### src/sv/pcpa_pkg.sv
package pcpa_pkg;

  localparam int DEF_NUM_CHANNELS = 1024;
  localparam int DEF_MAX_TERMS    = 4;

  localparam int REQ_W    = 2;
  localparam int CHAN_W   = 10;
  localparam int TIDX_W   = 2;
  localparam int COEF_W   = 32;
  localparam int TCNT_W   = 3;
  localparam int CHARGE_W = 32;
  localparam int ACC_W    = 48;

  localparam int FRAC_W = 16;
  localparam int HALF_W = ACC_W / 2;
  localparam int PROD_W = HALF_W + CHARGE_W;
  localparam int SUM_W  = PROD_W + HALF_W - FRAC_W;
  localparam int MSUM_W = 50;
  localparam int TSUM_W = MSUM_W + 2;

  localparam logic [REQ_W-1:0] REQ_EVAL  = 2'd0;
  localparam logic [REQ_W-1:0] REQ_COEF  = 2'd1;
  localparam logic [REQ_W-1:0] REQ_COUNT = 2'd2;

  localparam logic signed [ACC_W-1:0] ACC_MAX = {1'b0, {(ACC_W-1){1'b1}}};
  localparam logic signed [ACC_W-1:0] ACC_MIN = {1'b1, {(ACC_W-1){1'b0}}};
  localparam logic [MSUM_W-1:0] M_LIMIT = {1'b1, {(MSUM_W-1){1'b0}}};

  typedef enum logic [2:0] {
    MAC_NOP,
    MAC_ZERO,
    MAC_LOAD,
    MAC_MAG,
    MAC_MULH,
    MAC_MULL,
    MAC_COMB,
    MAC_ADD
  } mac_op_t;

  typedef struct packed {
    mac_op_t op;
    logic    q_neg;
  } mac_ctrl_t;

endpackage

### src/sv/pcpa_mac.sv
module pcpa_mac import pcpa_pkg::*; (
  input  logic                     clk,
  input  mac_ctrl_t                ctrl,
  input  logic [CHARGE_W-1:0]      q_mag,
  input  logic signed [COEF_W-1:0] coef,
  output logic signed [ACC_W-1:0]  acc,
  output logic                     sat
);

  logic [ACC_W-1:0]          a_mag;
  logic                      p_neg;
  logic [PROD_W-1:0]         p_hi;
  logic [PROD_W-1:0]         p_lo;
  logic [MSUM_W-1:0]         m;
  logic [HALF_W-1:0]         mul_a;
  logic [PROD_W-1:0]         prod;
  logic [SUM_W-1:0]          sum;
  logic signed [TSUM_W-1:0]  m_ext;
  logic signed [TSUM_W-1:0]  t;
  logic                      in_range;

  // One shared multiplier serves both halves of the accumulator magnitude.
  always_comb begin
    mul_a = (ctrl.op == MAC_MULH) ? a_mag[ACC_W-1:HALF_W] : a_mag[HALF_W-1:0];
    prod  = {{CHARGE_W{1'b0}}, mul_a} * {{HALF_W{1'b0}}, q_mag};
    sum   = {p_hi, {(HALF_W-FRAC_W){1'b0}}} + {{HALF_W{1'b0}}, p_lo[PROD_W-1:FRAC_W]};
    m_ext = {2'b00, m};
    t     = (p_neg ? -m_ext : m_ext) + {{(TSUM_W-COEF_W){coef[COEF_W-1]}}, coef};
    in_range = (&t[TSUM_W-1:ACC_W-1]) || !(|t[TSUM_W-1:ACC_W-1]);
  end

  always_ff @(posedge clk) begin
    unique case (ctrl.op)
      MAC_NOP: begin
      end
      MAC_ZERO: begin
        acc <= '0;
        sat <= 1'b0;
      end
      MAC_LOAD: begin
        acc <= {{(ACC_W-COEF_W){coef[COEF_W-1]}}, coef};
      end
      MAC_MAG: begin
        a_mag <= acc[ACC_W-1] ? ACC_W'(-acc) : ACC_W'(acc);
        p_neg <= acc[ACC_W-1] ^ ctrl.q_neg;
      end
      MAC_MULH: begin
        p_hi <= prod;
      end
      MAC_MULL: begin
        p_lo <= prod;
      end
      MAC_COMB: begin
        m <= (sum > SUM_W'(M_LIMIT)) ? M_LIMIT : sum[MSUM_W-1:0];
      end
      MAC_ADD: begin
        if (in_range) begin
          acc <= t[ACC_W-1:0];
        end else begin
          acc <= t[TSUM_W-1] ? ACC_MIN : ACC_MAX;
          sat <= 1'b1;
        end
      end
      default: begin
      end
    endcase
  end

endmodule

### config.mk
export PLATFORM = sky130hd
export DESIGN_NAME = pcpa_mac
export DESIGN_NICKNAME = d
export VERILOG_FILES = /design/src/sv/pcpa_pkg.sv /design/src/sv/pcpa_mac.sv
export SDC_FILE = /design/constraint.sdc
export NUM_CORES = 2
export LEC_CHECK = 0
export ABC_AREA = 1
export ABC_CLOCK_PERIOD_IN_PS = 12700
export BUFFER_PORTS_ARGS = -buffer_cell sky130_fd_sc_hd__buf_2
export CAP_MARGIN = 25
export CORE_MARGIN = 2
export CORE_UTILIZATION = 65
export CTS_CLUSTER_SIZE = 20
export DETAILED_ROUTE_END_ITERATION = 10
export GPL_TIMING_DRIVEN = 0
export PLACE_DENSITY = 0.83
export SLEW_MARGIN = 20
export SYNTH_ARGS = -nofsm -noshare
export SYNTH_HDL_FRONTEND = slang
export SYNTH_SLANG_ARGS = --single-unit
### constraint.sdc
create_clock -name clk -period 12.7 [get_ports clk]
set_input_delay 0 -clock clk [delete_from_list [all_inputs] [get_ports clk]]
set_output_delay 0 -clock clk [all_outputs]
set_load 0.005 [all_outputs]
==> impl_metrics.py <==
metrics = {
    "synth": {
        "ys_ff_latch": 244,
        "synth_area_leaders": "fa_1, edfxtp_1, nand2_1",
        "syn_area_per_cell_um2": 7.756,
        "yosysSeqAreaShare_pct": 17.13,
        "synth_fp_nets": 6512,
        "synth_area_leader_cell": "fa_1",
        "syn_inst": 5516,
        "syn_area_um2": 42780,
        "ys_warn_count": 0,
        "netlist.area_leader.share_pct": 30.88,
        "synth.distinct_cells": 52,
    },
    "clock_tree": {
        "clockBufferDepth": 3,
        "clock_latency_ns": 0.56,
        "cts_setup_buffers": 0,
        "clkSinkCount": 244,
        "htreeDepth": 1,
        "clock_tree.root_cell": "clkbuf_16",
        "tritoncts.num_buffers": 25,
        "path_clk_slew_ns": 0.08,
        "cts_tree": "yes",
    },
    "routing": {
        "drt_iter0_drc": 4771,
        "vias_per_cell": 5.921,
        "ant_nets": 0,
        "num_vias": 39110,
        "wire_per_inst_um": 23.01,
        "wl_met3_um": 21760,
        "drc": 0,
        "dr.pass1.iters": 8,
        "wl_met1_um": 56530,
        "wl_met2_um": 63610,
        "routed_wl_um": 152000,
        "highest_layer": "met5",
    },
    "cells_and_area": {
        "fin_nets": 6713,
        "syn_to_final_growth_pct": 7.499,
        "drive_above_1_share_pct": 5.371,
        "layout_common_cells": "nand2_1, inv_1, nor2_1",
        "final_common_cell": "nand2_1",
        "finalNonFillerCells": 6605,
    },
    "timing": {
        "period_minus_slack_ns": 9.888,
        "hold_slack_ns": 0.2797,
        "finalSetupTns_ns": 0,
        "finalSetupViolCount": 0,
        "relSlewSlack_pct": 20.70,
        "rsz0062_at_grt": "false",
        "fin_crit_sh_pct": 77.86,
        "fin_ws_ns": 2.812,
        "slew_viol_final": 0,
        "worst_pin_slew_ns": 1.190,
        "clock.fmax_ghz": 0.1011,
        "hold_violations": 0,
        "clock_skew_ns": 0.03154,
    },
    "global_routing": {
        "grt_pass1_vias": 38620,
        "grt_pass1_wl_um": 226500,
        "antenna_found_initial": 4,
        "grt_max_degree": 57,
        "grt_use_total_pct": 45.23,
        "grt-ovfl-total": 0,
    },
    "floorplan": {
        "start_util_pct": 65.30,
        "die-area_um2": 67890,
        "core_area_um2": 65510,
        "rows": 94,
        "die_y_um": 260.6,
        "die_w_um": 260.6,
        "io_pins": 118,
    },
    "worst_setup_path": {
        "reg2reg_to": "p_lo[48]",
        "r2r-start": "a_mag[3]",
        "slowest_stage": "o21ai_2",
        "endpoint_kind": "flip-flop",
        "cp-start-kind": "primary input",
        "cp_data_arrival_time_ns": 10.23,
        "worstSetupPathType": "primary input to flip-flop",
        "worstPathRequired_ns": 13.04,
        "reg2reg_depth": 26,
        "critPathLaunch": "ctrl[3]",
        "critPathMostFrequentCell": "fa_1",
        "max_stage_delay_ns": 0.86,
        "crit_path_max_fanout": 10,
        "reg2reg_slack_ns": 3.68,
    },
    "hold_path": {
        "hp-class": "primary input to flip-flop",
        "min_path_cells": 4,
        "worstHoldStart": "coef[28]",
        "min_to": "acc[28]",
    },
    "job": {
        "cap_violations": 0,
    },
    "place": {
        "dp_worst_setup_slack_ns": 3.288,
        "gp_congestion": 1.059,
        "placed_cells": 6516,
        "io_buffers": 113,
        "post-dp-hpwl_um": 127300,
    },
    "run_status": {
        "status": "finished, final reports clean",
    },
}
kinds of logic (layout without fill, tap and decap cells):
kind of cell    after synthesis  count (layout)  synth area share (%)
fa+ha+maj                   927             927                 38.69
simple gates               2423            2423                 23.06
xor+xnor                    204             204                 4.176
other cells                   0               7                     0
flops                       244             244                 17.13
buf+inv                    1316            1534                 11.72
compound gates              402             402                 5.232
Yosys cell counts (all sizes together):
cell and number:
a211oi 3, a21boi 4, a21o 8, a21oi 175, a31o 1, a31oi 27, a41oi 1, and2 2
and3 6, buf 13, clkbuf 133, clkinv 8, edfxtp 244, fa 660, ha 267, inv 1162
nand2 1282, nand2b 2, nand3 144, nand3b 19, nand4 30, nor2 826, nor3 52, nor3b 2
nor4 26, o2111ai 2, o211ai 7, o21a 15, o21ai 139, o21bai 12, o31ai 7, o41ai 1
or2 30, or3 1, or4 1, xnor2 91, xor2 113
sequential cells by signal (all words and copies together), names as in the netlist:
name,count
p_hi,56
m,50
p_neg,1
p_lo,40
sat,1
acc,48
a_mag,48
worst max-delay path by stage:
stage | cells past startpoint | endpoint
CTS | 30 | p_lo[53]
floorplan | 28 | p_hi[48]
global placement | 29 | p_hi[48]
global route | 30 | p_lo[53]
detailed placement | 29 | p_lo[53]
finish | 30 | p_lo[53]
repair_timing:
item / 4_1_cts / 5_1_grt
endpoints found under the hold margin: 47 / 0
resized for setup: 0 / 0
hold buffers: 35 / 0
layer usage:
layer	global-route usage, %	up-vias
met1	59.61	18590
met2	66.30	2733
met3	15.44	692
met5	0.4274	-
li1	-	17080
met4	23.54	12
metrics by stage:
step	utilization [%]	cell area [um^2]
detailed placement	68.30	44750
floorplan	-	42780
CTS	70.11	45930
finish	70.20	45990
global placement	67.82	44430
global route	70.17	45970
worst max-delay path: cells and delay by family:
| kind | cells | cell delay [ns] |
|---|---|---|
| AO/OA/AOI/OAI | 2 | 1.07 |
| adder cells (fa/ha/maj) | 8 | 3.84 |
| XOR/XNOR | 1 | 0.30 |
| buffers and inverters | 11 | 2.91 |
| AND/OR/NAND/NOR | 8 | 2.04 |
final cells by class:
class | count | area, um^2
timing repair buffer | 174 | 1195
multi-input combinational | 3956 | 30520
clock inverter | 17 | 201.4
sequential | 244 | 7327
buffer | 146 | 624.3
antenna | 7 | 17.52
inverter | 1170 | 4392
clock buffer | 27 | 633.1
fill | 5437 | 19520
tap | 864 | 1081
Power is not shown: default switching activity piles up to over one toggle a cycle in this logic, so the estimate is an artifact.
