$ cat src/sv/pcpa_pkg.sv
package pcpa_pkg;

  localparam int DEF_NUM_CHANNELS = 1024;
  localparam int DEF_MAX_TERMS    = 4;

  localparam int REQ_W    = 2;
  localparam int CHAN_W   = 10;
  localparam int TIDX_W   = 2;
  localparam int COEF_W   = 32;
  localparam int TCNT_W   = 3;
  localparam int CHARGE_W = 32;
  localparam int ACC_W    = 48;

  localparam int FRAC_W = 16;
  localparam int HALF_W = ACC_W / 2;
  localparam int PROD_W = HALF_W + CHARGE_W;
  localparam int SUM_W  = PROD_W + HALF_W - FRAC_W;
  localparam int MSUM_W = 50;
  localparam int TSUM_W = MSUM_W + 2;

  localparam logic [REQ_W-1:0] REQ_EVAL  = 2'd0;
  localparam logic [REQ_W-1:0] REQ_COEF  = 2'd1;
  localparam logic [REQ_W-1:0] REQ_COUNT = 2'd2;

  localparam logic signed [ACC_W-1:0] ACC_MAX = {1'b0, {(ACC_W-1){1'b1}}};
  localparam logic signed [ACC_W-1:0] ACC_MIN = {1'b1, {(ACC_W-1){1'b0}}};
  localparam logic [MSUM_W-1:0] M_LIMIT = {1'b1, {(MSUM_W-1){1'b0}}};

  typedef enum logic [2:0] {
    MAC_NOP,
    MAC_ZERO,
    MAC_LOAD,
    MAC_MAG,
    MAC_MULH,
    MAC_MULL,
    MAC_COMB,
    MAC_ADD
  } mac_op_t;

  typedef struct packed {
    mac_op_t op;
    logic    q_neg;
  } mac_ctrl_t;

endpackage

$ cat src/sv/pcpa_count_mem.sv
module pcpa_count_mem import pcpa_pkg::*; #(
  parameter int NUM_CHANNELS = DEF_NUM_CHANNELS,
  parameter int ADDR_W       = 10,
  parameter int DATA_W       = 3
) (
  input  logic              clk,
  input  logic              rst,
  input  logic              we,
  input  logic [ADDR_W-1:0] waddr,
  input  logic [DATA_W-1:0] wdata,
  input  logic [ADDR_W-1:0] raddr,
  output logic [DATA_W-1:0] rdata,
  output logic              clear_done
);

  localparam logic [ADDR_W-1:0] LAST = ADDR_W'(NUM_CHANNELS - 1);

  logic [DATA_W-1:0] mem [NUM_CHANNELS];
  logic              clearing;
  logic [ADDR_W-1:0] clr_idx;
  logic              mem_we;
  logic [ADDR_W-1:0] mem_addr;
  logic [DATA_W-1:0] mem_data;

  // After reset every entry is swept to zero, one a cycle.
  always_ff @(posedge clk) begin
    if (rst) begin
      clearing <= 1'b1;
      clr_idx  <= '0;
    end else if (clearing) begin
      clr_idx <= clr_idx + ADDR_W'(1);
      if (clr_idx == LAST) begin
        clearing <= 1'b0;
      end
    end
  end

  always_comb begin
    mem_we   = clearing || we;
    mem_addr = clearing ? clr_idx : waddr;
    mem_data = clearing ? '0 : wdata;
  end

  always_ff @(posedge clk) begin
    if (mem_we) begin
      mem[mem_addr] <= mem_data;
    end
    rdata <= mem[raddr];
  end

  assign clear_done = !clearing;

endmodule

$ cat config.mk
export PLATFORM = sky130hd
export DESIGN_NAME = pcpa_count_mem
export DESIGN_NICKNAME = d
export VERILOG_FILES = /design/src/sv/pcpa_pkg.sv /design/src/sv/pcpa_count_mem.sv
export SDC_FILE = /design/constraint.sdc
export NUM_CORES = 2
export LEC_CHECK = 0
export BUFFER_PORTS_ARGS = -buffer_cell sky130_fd_sc_hd__buf_2
export CAP_MARGIN = 20
export CORE_UTILIZATION = 45
export DETAILED_ROUTE_END_ITERATION = 8
export MAX_ROUTING_LAYER = met4
export PLACE_DENSITY = 0.59
export SETUP_SLACK_MARGIN = 0.5
export SYNTH_ARGS = -nofsm -noshare
export SYNTH_HDL_FRONTEND = slang
export SYNTH_SLANG_ARGS = --single-unit
$ cat constraint.sdc
create_clock -name clk -period 81.7 [get_ports clk]
set_input_delay 4.085 -clock clk [delete_from_list [all_inputs] [get_ports clk]]
set_output_delay 4.085 -clock clk [all_outputs]
set_load 0.05 [all_outputs]
==> results.md <==
* DP Wirelength at 207000 um
* Buffers & Inverters on Critical Path at 4
* Async SR Flop Fraction at 0
* Static Leakage at 43.2 nW
* Crit-path max cell delay at 0.78 ns
* CTS Buffer Depth at 4
* Layout cell share with drive strength beyond 1 at 0.201
* Cell-by-cell listing of the critical path: buf_12 -> buf_4 -> buf_4 -> buf_4 -> mux4_2 -> o22ai_1 -> o21ai_0 -> and2_0 -> nand4_1 -> a22oi_1 -> or4_1
* Switching power share of the total at 0.210
* Count of vias placed by the detailed router at 65400
* Number of cells traversed by the worst register-to-register path at 5
* Count of final max-slew check failures at 0
* Die area at 276000 um^2
* Chip Width at 526 um
* Post-layout min period at 8.80 ns
* Worst min-delay path startpoint: clr_idx[9]$_SDFFE_PP0P_
* Unrepaired setup endpoints after global routing: false
* Type of origin of the critical path: primary input
* Seq pwr share at 0.524
* Crit share post-route at 0.108
* Leading cell types in the layout, fill and taps excluded: 3072 x edfxtp_1, 1102 x nor2_1, 658 x mux4_2
* Number of antenna violations at the first check in global routing at 25
* Hold EP: clearing$_SDFF_PP1_
* Class of the most critical hold timing path: flip-flop to flip-flop
* Num CTS Buffers at 313
* Final setup vio count at 0
* Leading cell type in the layout, fill and taps excluded: edfxtp_1
* Run status: finished clean
* Setup TNS at 0 ns
* FMAX at 114 MHz
* Number of rows created at floorplan at 191
* Worst-Margin Slew at 1.20 ns
* Placeable core region at 272000 um^2
* Worst setup path class: primary input to flip-flop
* Startpoint of the worst register-to-register path: clearing$_SDFF_PP1_
* Register area share after synthesis at 0.750
* Setup slack after placement at 71.96 ns
* Post-CTS setup buffer count at 0
* Min Hold Slack at 0.559 ns
* Post-route ant nets at 0
* Final estimated routing congestion in global placement at 0.868
* Clock H-tree levels at 5
* Post-Synthesis Mean Instance Area at 18.6 um^2
* First-pass GRT wire length at 499000 um
* Drt total wl at 353000 um
* Number of global-route vias before repair at 65800
* Port-buffer cells at 29
* Number of clock sinks at 3086
* Effective utilization at floorplan at 0.454
* Cell count of the worst hold path at 2
* Vias/cell at 6.22
* First-pass iteration count of the detailed router at 5
* Capturing element type of the critical path: flip-flop
* Share of power burned in combinational logic at 0.041
* CTS tree: yes
* Pwr dens at 23.8 nW/um^2
* Post-CTS Hold Fix Bufs at 0
* Net switching power at 0.000688 W
* Flops & latches, synth at 3086
* Family with the most delay on the worst path: buffers and inverters
* Mapped Nets at 6674
* Most used flip-flop cell after synthesis: edfxtp_1
* Setup Skew at 0.0380 ns
* Routed wire per std cell at 33.5 um
* Worst-case vdd ir drop at 20.4 uV
* Yosys warning total at 0
* Clock root cell: clkbuf_16
* Post-synth EDFFs at 3072
* Maximum fanout count along the critical path at 96
* Die Y at 526 um
* Reg2Reg Setup Slack at 77.70 ns
* Data arrival time of the critical path at 9.52 ns
* Total GRT Usage at 0.262
* Pint at 0.00259 W
* Post-cts gate resize count at 0
* Worst reg2reg path endpoint: mem[400][0]$_DFFE_PP_
* Final-stage net count at 6708
* Required arrival time at the worst endpoint at 82.41 ns
* Slowest cell on the critical path: buf_4
* Yosys cell types at 72
* Number of standard cells after synthesis at 6647
* Clock latency of the later-clocked register in the worst-skew pair at 0.87 ns
* Cell repeated most along the worst path: buf_4
* I/O pin total at 30
* Clock slew seen by the registers of the worst setup and hold paths at 0.06 ns
* Global route total overflow at 0
* Combined area of all synthesized cells at 123000 um^2
* Remaining design rule violation count at 0
* Largest net degree at the start of global routing at 233
* Number of DRC markers in iteration 0 at 8789
* MaxCap Viol Count at 0
* Worst-case headroom to the max-slew limit at 0.203
* Post-synthesis to final-layout area growth at 11.4%
* Final Worst Setup Slack at 72.90 ns
* Clock share of power at 0.435
* Count of final hold-check violations at 0
==> power by group through the flow <==
stage / clock, W / combinational (W) / sequential (W)
after global routing: 0.00150 / 0.000140 / 0.00172
final: 0.00142 / 0.000135 / 0.00172
after CTS: 0.00144 / 0.000135 / 0.00172
after floorplan: 0 / 0.0000841 / 0.00175
after detailed placement: 0 / 0.000135 / 0.00175
after global placement: 0 / 0.000134 / 0.00175
==> per-layer routing <==
| metal | vias up | routed length [um] | track usage | share of wire |
|---|---|---|---|---|
| met3 | 534 | 33400 | 0.0480 | 0.095 |
| met4 | 0 | 12200 | 0.0860 | 0.034 |
| li1 | 26800 | - | - | - |
| met5 | - | 0 | - | 0 |
| met2 | 3212 | 166000 | 0.398 | 0.47 |
| met1 | 34900 | 141000 | 0.358 | 0.40 |
==> sequential cells by signal, indices dropped and copies added (netlist names) <==
name      flops
clearing      1
clr_idx      10
mem        3072
rdata         3
==> synth_stat cells, types with 4 or more instances <==
master     instances  area [um^2]
dfxtp_1           14          280
nand4_1           10         62.6
nor3b_1            4         30.0
o31ai_1            4         30.0
a221o_1            4         40.0
mux4_2           658        14800
nor4_1             9         56.3
a32oi_1            4         35.0
buf_1             31          116
and2_1            12         75.1
and3_1            12         75.1
or4_1              5         37.5
mux2_2            17          191
nor2_1          1106         4150
o221ai_1         109          955
a2111oi_0          9         78.8
edfxtp_1        3072        92200
inv_1             12         45.0
mux2i_1          302         3020
a221oi_1          18          158
xnor2_1            6         52.6
buf_2             51          255
o22ai_1           62          388
a211o_1           10         87.6
nor3_1            62          310
a22oi_1           86          646
nand2b_1          13         81.3
a41oi_1            4         35.0
buf_6             56          631
a211oi_1          14          105
o211ai_1           8         60.1
clkbuf_1         307         1150
nor2b_1           13         81.3
nand3_1           29          145
or3_1             15         93.8
o32ai_1            4         35.0
a22o_1            22          193
nand2_1          160          601
a31oi_1           13         81.3
a21oi_1          116          581
or2_2             10         62.6
buf_4             43          323
o21ai_0           84          420
==> tightest hold or removal path, cell delays in order (launching register included) <==
cell and delay, ns:
dfxtp_1 0.34, nand3_1 0.08, a21o_1 0.10
==> metrics by stage <==
stage               cell area (um^2)  utilization  std cells  power, W
floorplan                     123000            -       6647   0.00183
global placement              127000        0.468       9926   0.00188
detailed placement            127000        0.469       9935   0.00188
CTS                           137000        0.506      10500   0.00329
global route                  137000        0.506      10500   0.00335
finish                        138000        0.506      10500   0.00327
==> logic make-up (layout without fill, tap and decap cells) <==
| kind of cell | after synthesis | in the layout | share of synthesized area |
|---|---|---|---|
| AND/OR/NAND/NOR | 1471 | 1471 | 0.0482 |
| buffers and inverters | 505 | 782 | 0.0209 |
| adder cells (fa/ha/maj) | 1 | 1 | 0.000101 |
| XOR/XNOR | 9 | 9 | 0.000639 |
| AO/OA/AOI/OAI | 596 | 596 | 0.0337 |
| other | 0 | 29 | 0 |
| flip-flops | 3086 | 3086 | 0.750 |
| multiplexers | 979 | 979 | 0.147 |
==> cell type report <==
class	instances	area (um^2)
fillers	21700	134000
flip-flops and latches	3086	92500
multi-input cells	3056	28700
clock buffers	388	8370
well taps	3570	4470
repair buffers	210	1690
clock inverters	170	1640
diodes	29	72.6
inverters	14	60.1
==> worst max path at each step <==
stage / from / endpoint / slack [ns] / cells after the start
2_1_floorplan: wdata[0] / mem[0][0]$_DFFE_PP_ / 48.10 / 1
3_3_place_gp: raddr[0] / rdata[0]$_DFF_P_ / 71.64 / 11
3_5_place_dp: raddr[0] / rdata[1]$_DFF_P_ / 71.96 / 11
4_1_cts: raddr[0] / rdata[1]$_DFF_P_ / 72.87 / 11
5_1_grt: raddr[0] / rdata[1]$_DFF_P_ / 72.56 / 11
6_report: raddr[0] / rdata[1]$_DFF_P_ / 72.90 / 11
No activity file was read; power rests on OpenSTA's default activity.
